## src/rtl/core/spectral_peak_heart_rate_macros.svh

```systemverilog
// Assertion macros shared by the spectral peak heart-rate block.
// No dependencies; included by the top level only.
`ifndef SPECTRAL_PEAK_HEART_RATE_MACROS_SVH
`define SPECTRAL_PEAK_HEART_RATE_MACROS_SVH

// Same-cycle implication, disabled while reset is asserted.
`define SPHR_ASSERT_NOW(lbl, clk, rstn, ante, cons, msg) \
  lbl: assert property (@(posedge clk) disable iff (!rstn) (ante) |-> (cons)) \
    else $error(msg);

// Next-cycle implication, disabled while reset is asserted.
`define SPHR_ASSERT_NEXT(lbl, clk, rstn, ante, cons, msg) \
  lbl: assert property (@(posedge clk) disable iff (!rstn) (ante) |=> (cons)) \
    else $error(msg);

`endif

```

## src/rtl/core/sphr_pkg.sv

```systemverilog
// Shared types, constants and helper functions for the heart-rate block.
// No dependencies; used by every module under rtl/core.
package sphr_pkg;

  // Spectrum geometry; the transform length is a power of two.
  localparam int FFT_LOG2   = 9;
  localparam int FFT_SIZE   = 1 << FFT_LOG2;
  localparam int BIN_W      = FFT_LOG2;
  localparam int CNT_W      = 13;
  localparam int PEAK_W     = 12;

  // Field widths.
  localparam int MAG_W      = 32;
  localparam int FREQ_W     = 16;
  localparam int FRAC_W     = 8;
  localparam int SRC_W      = 3;
  localparam int AVG_W      = 3;
  localparam int RATE_W     = 12;
  localparam int BPM_W      = 22;
  localparam int STATUS_W   = 2;
  localparam int CFG_IDX_W  = 3;
  localparam int CFG_DATA_W = 32;

  // Divider geometry: numerator is a band edge scaled by the spectrum length,
  // denominator is the effective rate in Q.8.
  localparam int NUM_W      = FREQ_W + FFT_LOG2;
  localparam int DEN_W      = RATE_W + FRAC_W;
  localparam int DIV_CNT_W  = $clog2(NUM_W + 1);

  // Heart-rate scaling: 60 BPM per Hz, times 16 for the Q.4 result.
  localparam int BPM_SCALE  = 960;
  localparam int SCALE_W    = 10;
  localparam int PROD_W     = BIN_W + RATE_W;
  localparam int BPM_FULL_W = PROD_W + SCALE_W;

  // Register reset values.
  localparam logic [SRC_W-1:0]      RST_RATE_CODE = SRC_W'(1);
  localparam logic [AVG_W-1:0]      RST_AVG_LOG2  = AVG_W'(0);
  localparam logic [FREQ_W-1:0]     RST_LOW_FREQ  = FREQ_W'(192);
  localparam logic [FREQ_W-1:0]     RST_HIGH_FREQ = FREQ_W'(768);
  localparam logic [MAG_W-1:0]      RST_THRESHOLD = MAG_W'(0);

  localparam logic [CNT_W-1:0]      CNT_MAX       = {CNT_W{1'b1}};
  localparam logic [BIN_W-1:0]      BIN_TOP       = BIN_W'(FFT_SIZE - 1);

  // Configuration register indexes.
  typedef enum logic [CFG_IDX_W-1:0] {
    CFG_RATE_CODE = 3'd0,
    CFG_AVG_LOG2  = 3'd1,
    CFG_LOW_FREQ  = 3'd2,
    CFG_HIGH_FREQ = 3'd3,
    CFG_THRESHOLD = 3'd4
  } cfg_idx_e;

  // Result status codes; the three error codes are listed in priority order.
  typedef enum logic [STATUS_W-1:0] {
    ST_OK        = 2'd0,
    ST_ZERO_RATE = 2'd1,
    ST_NO_PEAK   = 2'd2,
    ST_LOW_PEAK  = 2'd3
  } status_e;

  // Controller states.
  typedef enum logic [2:0] {
    CS_IDLE,
    CS_DIV_LO,
    CS_DIV_HI,
    CS_MUL,
    CS_EMIT
  } ctrl_state_e;

  // Controller to datapath commands.
  typedef struct packed {
    logic bin_take;
    logic div_start;
    logic div_hi;
    logic win_lo_ld;
    logic win_hi_ld;
    logic res_calc;
    logic out_ld;
    logic spec_clr;
  } ctrl_cmd_t;

  // Datapath to controller status.
  typedef struct packed {
    logic first_bin;
    logic rate_zero;
    logic div_done;
    logic out_free;
  } dp_sts_t;

  // Base sample rate for each rate code.
  function automatic logic [RATE_W-1:0] base_rate(logic [SRC_W-1:0] code);
    logic [RATE_W-1:0] r;
    case (code)
      3'd0:    r = RATE_W'(50);
      3'd1:    r = RATE_W'(100);
      3'd2:    r = RATE_W'(200);
      3'd3:    r = RATE_W'(400);
      3'd4:    r = RATE_W'(800);
      3'd5:    r = RATE_W'(1000);
      3'd6:    r = RATE_W'(1600);
      3'd7:    r = RATE_W'(3200);
      default: r = RATE_W'(100);
    endcase
    return r;
  endfunction

  // Effective rate after sample averaging.
  function automatic logic [RATE_W-1:0] eff_rate(logic [SRC_W-1:0] code,
                                                 logic [AVG_W-1:0] avg);
    return base_rate(code) >> avg;
  endfunction

endpackage

```

## src/rtl/core/sphr_div.sv

```systemverilog
// Iterative restoring divider, one quotient bit per cycle.
// Depends on sphr_pkg for operand widths.
module sphr_div (
  input  logic                        clk_i,
  input  logic                        rst_ni,
  input  logic                        start_i,
  input  logic [sphr_pkg::NUM_W-1:0]  num_i,
  input  logic [sphr_pkg::DEN_W-1:0]  den_i,
  output logic                        done_o,
  output logic [sphr_pkg::NUM_W-1:0]  quo_o,
  output logic                        rem_nz_o
);

  logic                            busy_q, busy_d;
  logic                            done_q, done_d;
  logic [sphr_pkg::DIV_CNT_W-1:0]  cnt_q, cnt_d;
  logic [sphr_pkg::NUM_W-1:0]      nq_q, nq_d;
  logic [sphr_pkg::DEN_W-1:0]      rem_q, rem_d;
  logic [sphr_pkg::DEN_W-1:0]      den_q, den_d;
  logic [sphr_pkg::DEN_W:0]        trial;
  logic                            fits;

  // One restoring step: shift in the next numerator bit and try a subtract.
  always_comb begin
    trial = {rem_q, nq_q[sphr_pkg::NUM_W-1]};
    fits  = (trial >= {1'b0, den_q});
  end

  always_comb begin
    busy_d = busy_q;
    done_d = 1'b0;
    cnt_d  = cnt_q;
    nq_d   = nq_q;
    rem_d  = rem_q;
    den_d  = den_q;
    if (start_i) begin
      busy_d = 1'b1;
      cnt_d  = sphr_pkg::DIV_CNT_W'(sphr_pkg::NUM_W);
      nq_d   = num_i;
      rem_d  = '0;
      den_d  = den_i;
    end else if (busy_q) begin
      nq_d  = {nq_q[sphr_pkg::NUM_W-2:0], fits};
      rem_d = fits ? sphr_pkg::DEN_W'(trial - {1'b0, den_q})
                   : trial[sphr_pkg::DEN_W-1:0];
      cnt_d = cnt_q - 1'b1;
      if (cnt_q == sphr_pkg::DIV_CNT_W'(1)) begin
        busy_d = 1'b0;
        done_d = 1'b1;
      end
    end
  end

  always_ff @(posedge clk_i or negedge rst_ni) begin
    if (!rst_ni) begin
      busy_q <= 1'b0;
      done_q <= 1'b0;
      cnt_q  <= '0;
    end else begin
      busy_q <= busy_d;
      done_q <= done_d;
      cnt_q  <= cnt_d;
    end
  end

  // Operand and remainder registers carry no reset.
  always_ff @(posedge clk_i) begin
    nq_q  <= nq_d;
    rem_q <= rem_d;
    den_q <= den_d;
  end

  assign done_o   = done_q;
  assign quo_o    = nq_q;
  assign rem_nz_o = |rem_q;

endmodule

```

## src/rtl/core/sphr_dp.sv

```systemverilog
// Datapath: configuration registers, per-bin peak tracking, window edges,
// result arithmetic and output register. Depends on sphr_pkg and sphr_div.
module sphr_dp (
  input  logic                             clk_i,
  input  logic                             rst_ni,
  input  sphr_pkg::ctrl_cmd_t              cmd_i,
  output sphr_pkg::dp_sts_t                sts_o,
  input  logic                             cfg_we_i,
  input  logic [sphr_pkg::CFG_IDX_W-1:0]   cfg_index_i,
  input  logic [sphr_pkg::CFG_DATA_W-1:0]  cfg_data_i,
  input  logic [sphr_pkg::MAG_W-1:0]       bin_magnitude_i,
  input  logic                             out_ready_i,
  output logic                             out_valid_o,
  output logic [sphr_pkg::STATUS_W-1:0]    status_o,
  output logic [sphr_pkg::PEAK_W-1:0]      peak_bin_o,
  output logic [sphr_pkg::BPM_W-1:0]       rate_bpm_q4_o
);

  // Configuration registers.
  logic [sphr_pkg::SRC_W-1:0]   rate_code_q;
  logic [sphr_pkg::AVG_W-1:0]   avg_log2_q;
  logic [sphr_pkg::FREQ_W-1:0]  low_freq_q;
  logic [sphr_pkg::FREQ_W-1:0]  high_freq_q;
  logic [sphr_pkg::MAG_W-1:0]   threshold_q;

  // Per-spectrum state.
  logic [sphr_pkg::CNT_W-1:0]   cnt_q, cnt_d;
  logic [sphr_pkg::MAG_W-1:0]   prev_q, prev_d;
  logic [sphr_pkg::MAG_W-1:0]   prev2_q, prev2_d;
  logic [sphr_pkg::MAG_W-1:0]   best_q, best_d;
  logic [sphr_pkg::BIN_W-1:0]   best_bin_q, best_bin_d;
  logic                         found_q, found_d;
  logic [sphr_pkg::BIN_W-1:0]   win_lo_q, win_lo_d;
  logic [sphr_pkg::BIN_W-1:0]   win_hi_q, win_hi_d;

  // Upper-edge divider operands latched at bin 0.
  logic [sphr_pkg::NUM_W-1:0]   op_hi_q;
  logic [sphr_pkg::DEN_W-1:0]   op_den_q;

  // Result pipeline.
  sphr_pkg::status_e            res_status_q, res_status_d;
  logic [sphr_pkg::BIN_W-1:0]   res_bin_q;
  logic [sphr_pkg::PROD_W-1:0]  res_prod_q;

  // Output register.
  logic                         out_valid_q, out_valid_d;
  logic [sphr_pkg::STATUS_W-1:0] out_status_q;
  logic [sphr_pkg::PEAK_W-1:0]  out_bin_q;
  logic [sphr_pkg::BPM_W-1:0]   out_bpm_q;

  logic [sphr_pkg::RATE_W-1:0]     rate;
  logic [sphr_pkg::CNT_W-1:0]      cand;
  logic                            is_peak;
  logic                            div_done;
  logic [sphr_pkg::NUM_W-1:0]      quo;
  logic                            rem_nz;
  logic [sphr_pkg::NUM_W-1:0]      quo_ceil;
  logic [sphr_pkg::BPM_FULL_W-1:0] bpm_full;

  assign rate = sphr_pkg::eff_rate(rate_code_q, avg_log2_q);

  // Configuration writes.
  always_ff @(posedge clk_i or negedge rst_ni) begin
    if (!rst_ni) begin
      rate_code_q <= sphr_pkg::RST_RATE_CODE;
      avg_log2_q  <= sphr_pkg::RST_AVG_LOG2;
      low_freq_q  <= sphr_pkg::RST_LOW_FREQ;
      high_freq_q <= sphr_pkg::RST_HIGH_FREQ;
      threshold_q <= sphr_pkg::RST_THRESHOLD;
    end else if (cfg_we_i) begin
      case (cfg_index_i)
        sphr_pkg::CFG_RATE_CODE: rate_code_q <= cfg_data_i[sphr_pkg::SRC_W-1:0];
        sphr_pkg::CFG_AVG_LOG2:  avg_log2_q  <= cfg_data_i[sphr_pkg::AVG_W-1:0];
        sphr_pkg::CFG_LOW_FREQ:  low_freq_q  <= cfg_data_i[sphr_pkg::FREQ_W-1:0];
        sphr_pkg::CFG_HIGH_FREQ: high_freq_q <= cfg_data_i[sphr_pkg::FREQ_W-1:0];
        sphr_pkg::CFG_THRESHOLD: threshold_q <= cfg_data_i[sphr_pkg::MAG_W-1:0];
        default: ;
      endcase
    end
  end

  // Candidate judged one bin late: strictly inside the window and above
  // both neighbours.
  always_comb begin
    cand    = cnt_q - 1'b1;
    is_peak = (cnt_q > sphr_pkg::CNT_W'(1))
              && (cand > sphr_pkg::CNT_W'(win_lo_q))
              && (cand < sphr_pkg::CNT_W'(win_hi_q))
              && (prev_q > bin_magnitude_i)
              && (prev_q > prev2_q);
  end

  // Shared divider for both window edges. The lower edge starts straight
  // from the registers as bin 0 is taken; the upper edge uses the copies
  // latched at that same beat.
  sphr_div u_div (
    .clk_i    (clk_i),
    .rst_ni   (rst_ni),
    .start_i  (cmd_i.div_start),
    .num_i    (cmd_i.div_hi ? op_hi_q : {low_freq_q, {sphr_pkg::FFT_LOG2{1'b0}}}),
    .den_i    (cmd_i.div_hi ? op_den_q : {rate, {sphr_pkg::FRAC_W{1'b0}}}),
    .done_o   (div_done),
    .quo_o    (quo),
    .rem_nz_o (rem_nz)
  );

  assign quo_ceil = quo + sphr_pkg::NUM_W'(rem_nz);

  // Per-bin tracking, window latching and spectrum clear.
  always_comb begin
    cnt_d      = cnt_q;
    prev_d     = prev_q;
    prev2_d    = prev2_q;
    best_d     = best_q;
    best_bin_d = best_bin_q;
    found_d    = found_q;
    win_lo_d   = win_lo_q;
    win_hi_d   = win_hi_q;
    if (cmd_i.bin_take) begin
      if (cnt_q == '0) begin
        if (rate == '0) begin
          win_lo_d = '0;
          win_hi_d = '0;
        end
      end else if (is_peak && (!found_q || prev_q > best_q)) begin
        best_d     = prev_q;
        best_bin_d = cand[sphr_pkg::BIN_W-1:0];
        found_d    = 1'b1;
      end
      prev2_d = prev_q;
      prev_d  = bin_magnitude_i;
      if (cnt_q != sphr_pkg::CNT_MAX) begin
        cnt_d = cnt_q + 1'b1;
      end
    end
    if (cmd_i.win_lo_ld) begin
      win_lo_d = (quo > sphr_pkg::NUM_W'(sphr_pkg::BIN_TOP))
                 ? sphr_pkg::BIN_TOP : quo[sphr_pkg::BIN_W-1:0];
    end
    if (cmd_i.win_hi_ld) begin
      win_hi_d = (quo_ceil > sphr_pkg::NUM_W'(sphr_pkg::BIN_TOP))
                 ? sphr_pkg::BIN_TOP : quo_ceil[sphr_pkg::BIN_W-1:0];
    end
    if (cmd_i.spec_clr) begin
      cnt_d      = '0;
      prev_d     = '0;
      prev2_d    = '0;
      best_d     = '0;
      best_bin_d = '0;
      found_d    = 1'b0;
    end
  end

  always_ff @(posedge clk_i or negedge rst_ni) begin
    if (!rst_ni) begin
      cnt_q      <= '0;
      prev_q     <= '0;
      prev2_q    <= '0;
      best_q     <= '0;
      best_bin_q <= '0;
      found_q    <= 1'b0;
      win_lo_q   <= '0;
      win_hi_q   <= '0;
    end else begin
      cnt_q      <= cnt_d;
      prev_q     <= prev_d;
      prev2_q    <= prev2_d;
      best_q     <= best_d;
      best_bin_q <= best_bin_d;
      found_q    <= found_d;
      win_lo_q   <= win_lo_d;
      win_hi_q   <= win_hi_d;
    end
  end

  // Upper-edge operands captured with bin 0 so later register writes cannot
  // disturb the second division.
  always_ff @(posedge clk_i) begin
    if (cmd_i.bin_take && cnt_q == '0) begin
      op_hi_q  <= {high_freq_q, {sphr_pkg::FFT_LOG2{1'b0}}};
      op_den_q <= {rate, {sphr_pkg::FRAC_W{1'b0}}};
    end
  end

  // Status by priority: zero rate, no peak, peak not above threshold.
  always_comb begin
    if (rate == '0) begin
      res_status_d = sphr_pkg::ST_ZERO_RATE;
    end else if (!found_q) begin
      res_status_d = sphr_pkg::ST_NO_PEAK;
    end else if (best_q <= threshold_q) begin
      res_status_d = sphr_pkg::ST_LOW_PEAK;
    end else begin
      res_status_d = sphr_pkg::ST_OK;
    end
  end

  // First product: peak bin times effective rate.
  always_ff @(posedge clk_i) begin
    if (cmd_i.res_calc) begin
      res_status_q <= res_status_d;
      res_bin_q    <= found_q ? best_bin_q : '0;
      res_prod_q   <= sphr_pkg::PROD_W'(best_bin_q) * sphr_pkg::PROD_W'(rate);
    end
  end

  // Second product scales to 1/16 BPM; dividing by the spectrum length is
  // a plain right shift.
  assign bpm_full = sphr_pkg::BPM_FULL_W'(res_prod_q)
                    * sphr_pkg::BPM_FULL_W'(sphr_pkg::BPM_SCALE);

  // Output register and its valid flag.
  always_comb begin
    out_valid_d = out_valid_q;
    if (cmd_i.out_ld) begin
      out_valid_d = 1'b1;
    end else if (out_ready_i) begin
      out_valid_d = 1'b0;
    end
  end

  always_ff @(posedge clk_i or negedge rst_ni) begin
    if (!rst_ni) begin
      out_valid_q <= 1'b0;
    end else begin
      out_valid_q <= out_valid_d;
    end
  end

  always_ff @(posedge clk_i or negedge rst_ni) begin
    if (!rst_ni) begin
      out_status_q <= '0;
      out_bin_q    <= '0;
      out_bpm_q    <= '0;
    end else if (cmd_i.out_ld) begin
      out_status_q <= res_status_q;
      out_bin_q    <= sphr_pkg::PEAK_W'(res_bin_q);
      out_bpm_q    <= (res_status_q == sphr_pkg::ST_OK)
                      ? sphr_pkg::BPM_W'(bpm_full >> sphr_pkg::FFT_LOG2) : '0;
    end
  end

  // Status back to the controller.
  always_comb begin
    sts_o.first_bin = (cnt_q == '0);
    sts_o.rate_zero = (rate == '0);
    sts_o.div_done  = div_done;
    sts_o.out_free  = !out_valid_q || out_ready_i;
  end

  assign out_valid_o   = out_valid_q;
  assign status_o      = out_status_q;
  assign peak_bin_o    = out_bin_q;
  assign rate_bpm_q4_o = out_bpm_q;

endmodule

```

## src/rtl/core/sphr_ctrl.sv

```systemverilog
// Controller state machine: sequences bin intake, the window divisions,
// the result arithmetic and the output load. Depends on sphr_pkg.
module sphr_ctrl (
  input  logic                 clk_i,
  input  logic                 rst_ni,
  input  logic                 in_valid_i,
  input  logic                 in_last_i,
  output logic                 in_ready_o,
  output sphr_pkg::ctrl_cmd_t  cmd_o,
  input  sphr_pkg::dp_sts_t    sts_i
);

  sphr_pkg::ctrl_state_e state_q, state_d;

  // Next-state logic.
  always_comb begin
    state_d = state_q;
    case (state_q)
      sphr_pkg::CS_IDLE: begin
        if (in_valid_i) begin
          if (in_last_i) begin
            state_d = sphr_pkg::CS_MUL;
          end else if (sts_i.first_bin && !sts_i.rate_zero) begin
            state_d = sphr_pkg::CS_DIV_LO;
          end
        end
      end
      sphr_pkg::CS_DIV_LO: begin
        if (sts_i.div_done) begin
          state_d = sphr_pkg::CS_DIV_HI;
        end
      end
      sphr_pkg::CS_DIV_HI: begin
        if (sts_i.div_done) begin
          state_d = sphr_pkg::CS_IDLE;
        end
      end
      sphr_pkg::CS_MUL: begin
        state_d = sphr_pkg::CS_EMIT;
      end
      sphr_pkg::CS_EMIT: begin
        if (sts_i.out_free) begin
          state_d = sphr_pkg::CS_IDLE;
        end
      end
      default: begin
        state_d = sphr_pkg::CS_IDLE;
      end
    endcase
  end

  // Output decode.
  always_comb begin
    cmd_o      = '0;
    in_ready_o = 1'b0;
    case (state_q)
      sphr_pkg::CS_IDLE: begin
        in_ready_o     = 1'b1;
        cmd_o.bin_take = in_valid_i;
        cmd_o.div_start = in_valid_i && !in_last_i && sts_i.first_bin
                          && !sts_i.rate_zero;
      end
      sphr_pkg::CS_DIV_LO: begin
        cmd_o.win_lo_ld = sts_i.div_done;
        cmd_o.div_start = sts_i.div_done;
        cmd_o.div_hi    = 1'b1;
      end
      sphr_pkg::CS_DIV_HI: begin
        cmd_o.win_hi_ld = sts_i.div_done;
      end
      sphr_pkg::CS_MUL: begin
        cmd_o.res_calc = 1'b1;
      end
      sphr_pkg::CS_EMIT: begin
        cmd_o.out_ld   = sts_i.out_free;
        cmd_o.spec_clr = sts_i.out_free;
      end
      default: ;
    endcase
  end

  always_ff @(posedge clk_i or negedge rst_ni) begin
    if (!rst_ni) begin
      state_q <= sphr_pkg::CS_IDLE;
    end else begin
      state_q <= state_d;
    end
  end

endmodule

```

## src/rtl/core/spectral_peak_heart_rate.sv

```systemverilog
// Top level of the spectral peak heart-rate estimator.
// Depends on sphr_pkg, sphr_ctrl, sphr_dp and the assertion macro header.
//
//   Channel  Direction  Handshake                 Beat contents
//   in       input      in_valid_i / in_ready_o    bin_magnitude_i, last_bin_i
//   out      output     out_valid_o / out_ready_i  status_o, peak_bin_o, rate_bpm_q4_o
//   cfg      input      cfg_valid_i / cfg_ready_o  cfg_index_i, cfg_data_i
//
// A bin other than bin 0 or the last bin is taken without leaving the idle state.
// Bin 0, unless it is also the last bin or the effective rate is zero, runs the
// shared restoring divider twice for the window edges, one quotient bit a cycle.
// The last bin is followed by the first product, then the second product into
// the output register, which waits for the previous result to leave.
// Reset is asynchronous and needs no clearing pass; cfg_ready_o is always high.
`include "spectral_peak_heart_rate_macros.svh"

module spectral_peak_heart_rate (
  input  logic                             clk_i,
  input  logic                             rst_ni,
  input  logic                             in_valid_i,
  output logic                             in_ready_o,
  input  logic [sphr_pkg::MAG_W-1:0]       bin_magnitude_i,
  input  logic                             last_bin_i,
  output logic                             out_valid_o,
  input  logic                             out_ready_i,
  output logic [sphr_pkg::STATUS_W-1:0]    status_o,
  output logic [sphr_pkg::PEAK_W-1:0]      peak_bin_o,
  output logic [sphr_pkg::BPM_W-1:0]       rate_bpm_q4_o,
  input  logic                             cfg_valid_i,
  output logic                             cfg_ready_o,
  input  logic [sphr_pkg::CFG_IDX_W-1:0]   cfg_index_i,
  input  logic [sphr_pkg::CFG_DATA_W-1:0]  cfg_data_i
);

  sphr_pkg::ctrl_cmd_t cmd;
  sphr_pkg::dp_sts_t   sts;

  // Register writes are always taken.
  assign cfg_ready_o = 1'b1;

  // Sequencer.
  sphr_ctrl u_ctrl (
    .clk_i      (clk_i),
    .rst_ni     (rst_ni),
    .in_valid_i (in_valid_i),
    .in_last_i  (last_bin_i),
    .in_ready_o (in_ready_o),
    .cmd_o      (cmd),
    .sts_i      (sts)
  );

  // Arithmetic and storage.
  sphr_dp u_dp (
    .clk_i           (clk_i),
    .rst_ni          (rst_ni),
    .cmd_i           (cmd),
    .sts_o           (sts),
    .cfg_we_i        (cfg_valid_i && cfg_ready_o),
    .cfg_index_i     (cfg_index_i),
    .cfg_data_i      (cfg_data_i),
    .bin_magnitude_i (bin_magnitude_i),
    .out_ready_i     (out_ready_i),
    .out_valid_o     (out_valid_o),
    .status_o        (status_o),
    .peak_bin_o      (peak_bin_o),
    .rate_bpm_q4_o   (rate_bpm_q4_o)
  );

  // A last-bin beat always stalls the input while the result is formed.
  `SPHR_ASSERT_NEXT(a_last_stalls, clk_i, rst_ni, in_valid_i && in_ready_o && last_bin_i, !in_ready_o, "input not stalled after last bin")
  // Only a good status carries a heart rate.
  `SPHR_ASSERT_NOW(a_bpm_only_ok, clk_i, rst_ni, out_valid_o && (status_o != sphr_pkg::ST_OK), rate_bpm_q4_o == '0, "heart rate reported with bad status")
  // No peak found means peak bin zero.
  `SPHR_ASSERT_NOW(a_no_peak_bin, clk_i, rst_ni, out_valid_o && (status_o == sphr_pkg::ST_NO_PEAK), peak_bin_o == '0, "peak bin set without a peak")

endmodule

```

## config.mk

```make
export PLATFORM = sky130hd
export DESIGN_NAME = spectral_peak_heart_rate
export DESIGN_NICKNAME = d
export VERILOG_FILES = /design/src/rtl/core/sphr_pkg.sv /design/src/rtl/core/sphr_div.sv /design/src/rtl/core/sphr_dp.sv /design/src/rtl/core/sphr_ctrl.sv /design/src/rtl/core/spectral_peak_heart_rate.sv
export VERILOG_INCLUDE_DIRS = /design/src /design/src/rtl/core
export SDC_FILE = /design/constraint.sdc
export NUM_CORES = 1
export LEC_CHECK = 0
export BUFFER_PORTS_ARGS = -buffer_cell sky130_fd_sc_hd__buf_2
export CORE_ASPECT_RATIO = 1.75
export CORE_MARGIN = 3
export CORE_UTILIZATION = 40
export DETAILED_ROUTE_END_ITERATION = 7
export PLACE_DENSITY = 0.55
export REMOVE_ABC_BUFFERS = 1
export SETUP_SLACK_MARGIN = 0.5
export SYNTH_ARGS = -nofsm -noshare
export SYNTH_HDL_FRONTEND = slang
export SYNTH_SLANG_ARGS = --single-unit
```

## constraint.sdc

```tcl
create_clock -name clk_i -period 10.35 [get_ports clk_i]
set_input_delay 0.5175 -clock clk_i [delete_from_list [all_inputs] [get_ports clk_i]]
set_output_delay 0.5175 -clock clk_i [all_outputs]
set_load 0.02 [all_outputs]
```

# --- Yosys cells after proc, flatten, opt, wreduce, memory -nomap -nowiden ---
# Memories as Yosys holds them, arrays and structs flattened.
# Cells that the tools add are included.
totals:
  romBits: 88
  elab_cells: 165
  memories: 1
  output_inout_bits: 39
  register_bits: 368
op_classes:
  n_mul: 2
  add_sub_neg: 5
  n_reduce_logical: 43
  n_shift: 1
  order_cmp: 10
  n_mux: 58
  eq_ne: 16
mem_list:
  columns: ["memory", "words", "word_bits", "read_ports", "rd_ports_with_merged_regs", "wr", "line", "source"]
  rows:
  - ["(no name shown)", 8, 11, 1, 0, 0, "sphr_pkg.sv:95", "case (code)"]
ops:
  columns: ["cell", "count"]
  rows:
  - ["$mux 32", 8]
  - ["$mux 9", 11]
  - ["$gt 32x32->1", 3]
  - ["$mux 25", 3]
  - ["$gt 25x9->1 const B", 2]
  - ["$mux 20", 2]
  - ["$mux 13", 3]
  - ["$le 32x32->1", 1]
  - ["$add 25x1->25", 1]
  - ["$mul 21x4->25 const B", 1]
  - ["$mux 22", 1]
  - ["$reduce_bool 2->1", 11]
  - ["$ge 21x20->1", 1]
  - ["$mul 9x12->21", 1]
  - ["$reduce_or 20->1", 1]
  - ["$sub 20x20->20", 1]
  - ["$mux 3", 6]
  - ["$mux 1", 16]
  - ["$pmux 3 s5", 1]
  - ["$add 13x1->13 const B", 1]
  - ["$gt 13x1->1 const B", 1]
  - ["$gt 13x9->1", 1]
  - ["$logic_not 13->1", 1]
  - ["$lt 13x9->1", 1]
  - ["23 further kinds", 56]

# --- Depth between registers and ports, before layout ---
depth:
  depth_word: 11
  ltp_mapped: 27
  mapped_depth_nobuf: 25

# --- Modules after synthesis ---
# From an unflattened synthesis, not the netlist that was laid out.
hier_totals:
  hier_cells: 2646
  hier_area_um2: 26272.7
by_module_without_submodules:
  columns: ["mod", "seq_area_each_um2", "n_inst", "area_per_inst_um2", "cells_per_inst"]
  rows:
  - ["sphr_dp", 7838.8, 1, 21908.5, 2228]
  - ["sphr_div", 1926.8, 1, 4122.7, 389]
  - ["sphr_ctrl", 75.1, 1, 230.2, 27]
  - ["spectral_peak_heart_rate", 0.0, 1, 11.3, 2]

# --- Worst setup path before layout ---
# No wires, ideal clock.
synth_path:
  kind: "register to register"
  startpoint: "reg u_dp.rate_code_q[1] (netlist bit)"
  endpoint: "reg u_dp.res_prod_q[20] (netlist bit), data pin"
  setup_time_ps: 260
  required_ps: 10090
  n_path_buf: 2
  slack_ps: 4252
  t_arrival_ps: 5838
  stages_incl_launch_ff: 23
  path_cell_list: "dfrtp_1 > buf_2 > inv_1 > ha_1 > or2_2 > mux4_2 > mux2i_1 > clkbuf_1 > and2_1 > fa_1 > fa_1 > fa_1 > inv_1 > fa_1 > inv_1 > ha_1 > or2_2 > a21o_1 > a31oi_1 > a211o_1 > o21ai_0 > a21oi_1 > xnor2_1"
synth_via:
  elab_chain_len: 3
synth_lines:
  columns: ["element", "line", "source"]
  rows:
  - ["from (decl)", "sphr_dp.sv:20", "logic [sphr_pkg::SRC_W-1:0] rate_code_q;"]
  - ["from (signal assigned)", "sphr_dp.sv:65", "rate_code_q <= sphr_pkg::RST_RATE_CODE;"]
  - ["from (signal assigned)", "sphr_dp.sv:72", "sphr_pkg::CFG_RATE_CODE: rate_code_q <= cfg_data_i[sphr_pkg::SRC_W-1:0];"]
  - ["$mem_v2 8x11", null, null]
  - ["$shr 12x3->12", "sphr_pkg.sv:112", "return base_rate(code) >> avg;"]
  - ["named net u_dp.rate (one bit)", "sphr_dp.sv:51", "logic [sphr_pkg::RATE_W-1:0] rate;"]
  - ["$mul 9x12->21", "sphr_dp.sv:203", "res_prod_q <= sphr_pkg::PROD_W'(best_bin_q) * sphr_pkg::PROD_W'(rate);"]
  - ["to (signal assigned)", "sphr_dp.sv:203", null]
  - ["to (decl)", "sphr_dp.sv:43", "logic [sphr_pkg::PROD_W-1:0] res_prod_q;"]
# The timed path passes the listed nets, and every way through them passes these cells.
# A chain may end at the register's enable or synchronous reset.

# --- Final worst setup path ---
layout_path:
  startpoint: "reg u_dp.rate_code_q[1] (netlist bit)"
  endpoint: "reg u_dp.res_prod_q[20] (netlist bit), data pin"
layout_via:
  elab_chain_len: 3
layout_lines:
  columns: ["element", "line"]
  rows:
  - ["$mem_v2 8x11", null]
  - ["$shr 12x3->12", "sphr_pkg.sv:112"]
  - ["$mul 9x12->21", "sphr_dp.sv:203"]
# Every way passes these cells.

==> flow_summary.json <==
{
  "cts_root_buf": "clkbuf_16",
  "firstDrtPassIters": 5,
  "critPathKind": "reg -> reg",
  "syn_inst": 2619,
  "final_common_cell": "nand2_1",
  "tightestPinTransition_ps": 1220,
  "max_freq_mhz": 144,
  "r2r_setup_slack_ps": 3390,
  "synth_top_area_cell": "dfrtp_1",
  "cts_buffer_depth": 3,
  "clk_latency_ps": 580,
  "hold_path.class": "in -> reg",
  "yosys_warnings": 0,
  "ant_nets": 0,
  "coreArea_mm2": 0.0617,
  "crit_arrival_ps": 7290,
  "finClkSkew_ps": 21.0,
  "peakVddDrop_mv": 0.149,
  "ys_async_sr_fraction_pct": 68.2,
  "final-setup-viol-count": 0,
  "finalCritPeriodShare_pct": 67.3,
  "holdCritStartpoint": "cfg_data_i[23]",
  "relSlewSlack_pct": 18.7,
  "die_y_um": 337,
  "clkSlewWorstSetupHoldPaths_ps": 60,
  "synth.area.top_cells": "dfrtp_1, ha_1, edfxtp_1, fa_1, nand2_1",
  "synth_top_area_share_pct": 24.5,
  "cp-start-kind": "register",
  "die_x_um": 195,
  "final_cell_mix": "nand2_1, inv_1, dfrtp_1",
  "cts.sinks": 368,
  "syn-cell-area_mm2": 0.0251,
  "ctsHoldBuffers": 1,
  "cp-end-kind": "register",
  "cts_buffers": 40,
  "drt_iter0_markers": 631,
  "cp-startpoint": "u_dp.rate_code_q[1]$_DFFE_PN0P_",
  "drc_errors": 0,
  "syn_area_per_cell_um2": 9.59,
  "io_buffers": 107,
  "rows": 120,
  "power_density_mw_per_mm2": 242,
  "grt_start_max_net_pins": 164,
  "cts_tree": "done",
  "cts_max_level": 2,
  "gp_congestion": 0.850,
  "leakagePower_uw": 0.0133,
  "synthToLayoutAreaGrowth_pct": 11.2,
  "p_total_uw": 6770,
  "tns_ps": 0,
  "yosysUniqueCellTypes": 81,
  "grt_pass1_vias": 19308,
  "start_util_pct": 40.7,
  "finalWirelength_mm": 61.2,
  "status": "finished, final reports clean",
  "ys_seq_area_share_pct": 38.2,
  "hold_viol": 0,
  "max_cap_viol_count": 0,
  "via_count": 18442,
  "die-area_mm2": 0.0659,
  "post-cts-setup-buffers": 0,
  "rsz0062_at_grt": "false",
  "min_period_ps": 6960,
  "synth_seq_cells": 368,
  "place_hpwl_mm": 46.4,
  "grt_usage_pct": 18.7,
  "viasPerCell": 5.25,
  "reg2reg_from": "u_dp.rate_code_q[1]$_DFFE_PN0P_",
  "crit_fanout": 12,
  "grt_first_pass_wirelength_mm": 101,
  "synth_edf_count": 97,
  "io_pins": 112,
  "nets": 3111,
  "dominantRegCellSynth": "dfrtp_1",
  "drive_gt1_share_pct": 11.0,
  "drv_slew": 0,
  "crit_required_ps": 10680,
  "post_cts_resized": 0,
  "grt-ovfl-total": 0,
  "antenna_found_initial": 6,
  "wire_per_inst_um": 17.4
}
==> kinds of logic (layout without fill, tap and decap cells) <==
group                      count (synthesis)  in the layout  synth area share [%]
AOI/OAI and AO/OA                        444            444                  10.9
adders and majority gates                350            350                  20.8
xor gates and xnor gates                  63             63                  2.20
buffers and inverters                    406            505                  6.23
and+or+nand+nor                          861            861                  16.2
muxes                                    125            125                  5.48
other                                      2              6                0.0299
DFF                                      368            368                  38.2
==> critical path: stages, from the launching register on <==
cell	delay, ps
dfrtp_1	540
inv_1	180
ha_1	360
or2_2	300
mux4_2	480
mux2i_1	750
nand2_1	180
fa_1	560
inv_1	50
fa_1	450
ha_1	290
inv_1	50
fa_1	520
inv_1	60
fa_1	450
a21o_1	180
a21oi_1	290
o21ai_0	190
a31oi_1	250
a211o_1	220
o21ai_0	100
a21oi_1	170
xnor2_1	70
==> registers in the layout (all words and copies together), names as in the netlist, 12 cells and up <==
name                count
u_dp.u_div.den_q       12
u_dp.u_div.quo_o       25
u_dp.prev2_q           32
u_dp.low_freq_q        16
u_dp.best_q            32
u_dp.u_div.rem_q       20
u_dp.op_hi_q           16
u_dp.prev_q            32
u_dp.rate_bpm_q4_o     22
u_dp.cnt_q             13
u_dp.res_prod_q        21
u_dp.op_den_q          12
u_dp.high_freq_q       16
u_dp.threshold_q       32
==> per-stage QoR <==
stage	worst slack, ps	area, um^2	hold WS [ps]	instances	util [%]
after global placement	3430	26500	424	3438	42.9
final	3390	27900	151	3515	45.3
after floorplan	899	24700	222	2512	-
after global routing	2910	27900	132	3513	45.2
after CTS	3340	27900	114	3513	45.2
after detailed placement	3360	26500	428	3438	42.9
==> synth_stat cells, drive strengths merged, types with 20 or more instances <==
master / n
a211oi: 22
a21o: 35
a21oi: 140
and2: 87
buf: 25
clkbuf: 84
dfrtp: 246
dfxtp: 20
edfxtp: 97
fa: 111
ha: 239
inv: 297
mux2: 59
mux2i: 64
nand2: 426
nand2b: 20
nand3: 46
nand4: 37
nor2: 106
nor2b: 24
nor3: 30
o21ai: 131
xnor2: 36
xor2: 27
==> worst paths after layout <==
| kind | to | depth (start not counted) |
|---|---|---|
| worst max register to register | u_dp.res_prod_q[20]$_DFFE_PP_ | 22 |
| worst max-delay path | u_dp.res_prod_q[20]$_DFFE_PP_ | 22 |
| worst min register to register | u_dp.peak_bin_o[2]$_DFFE_PN0P_ | 2 |
| min in group asynchronous | u_dp.rate_bpm_q4_o[12]$_DFFE_PN0P_ | 2 |
| max in group asynchronous | u_dp.high_freq_q[14]$_DFFE_PN0P_ | 3 |
| worst min-delay path | u_dp.threshold_q[23]$_DFFE_PN0P_ | 3 |
==> power breakdown <==
part	switching [uW]	leakage [uW]	internal (uW)
Combinational	1670	0.00832	1210
Clock	631	0.000709	958
Sequential	376	0.00426	1920
==> routing by layer <==
metal / track usage, % / part of all wire (%) / vias up
li1: - / - / 9000
met1: 20.3 / 37 / 9016
met2: 36.7 / 56 / 296
met3: 2.54 / 3.1 / 122
met4: 6.74 / 3.5 / 8
met5: 0 / 0.090 / -
==> final cells by class <==
| class | count | area, um^2 |
|---|---|---|
| timing repair buffer | 134 | 763 |
| antenna | 2 | 5.00 |
| tap | 793 | 992 |
| inverter | 297 | 1110 |
| fill | 5951 | 33800 |
| clock inverter | 23 | 319 |
| multi-input combinational | 1847 | 14000 |
| clock buffer | 51 | 1130 |
| sequential | 368 | 9600 |
No activity file was read; power rests on OpenSTA's default activity.
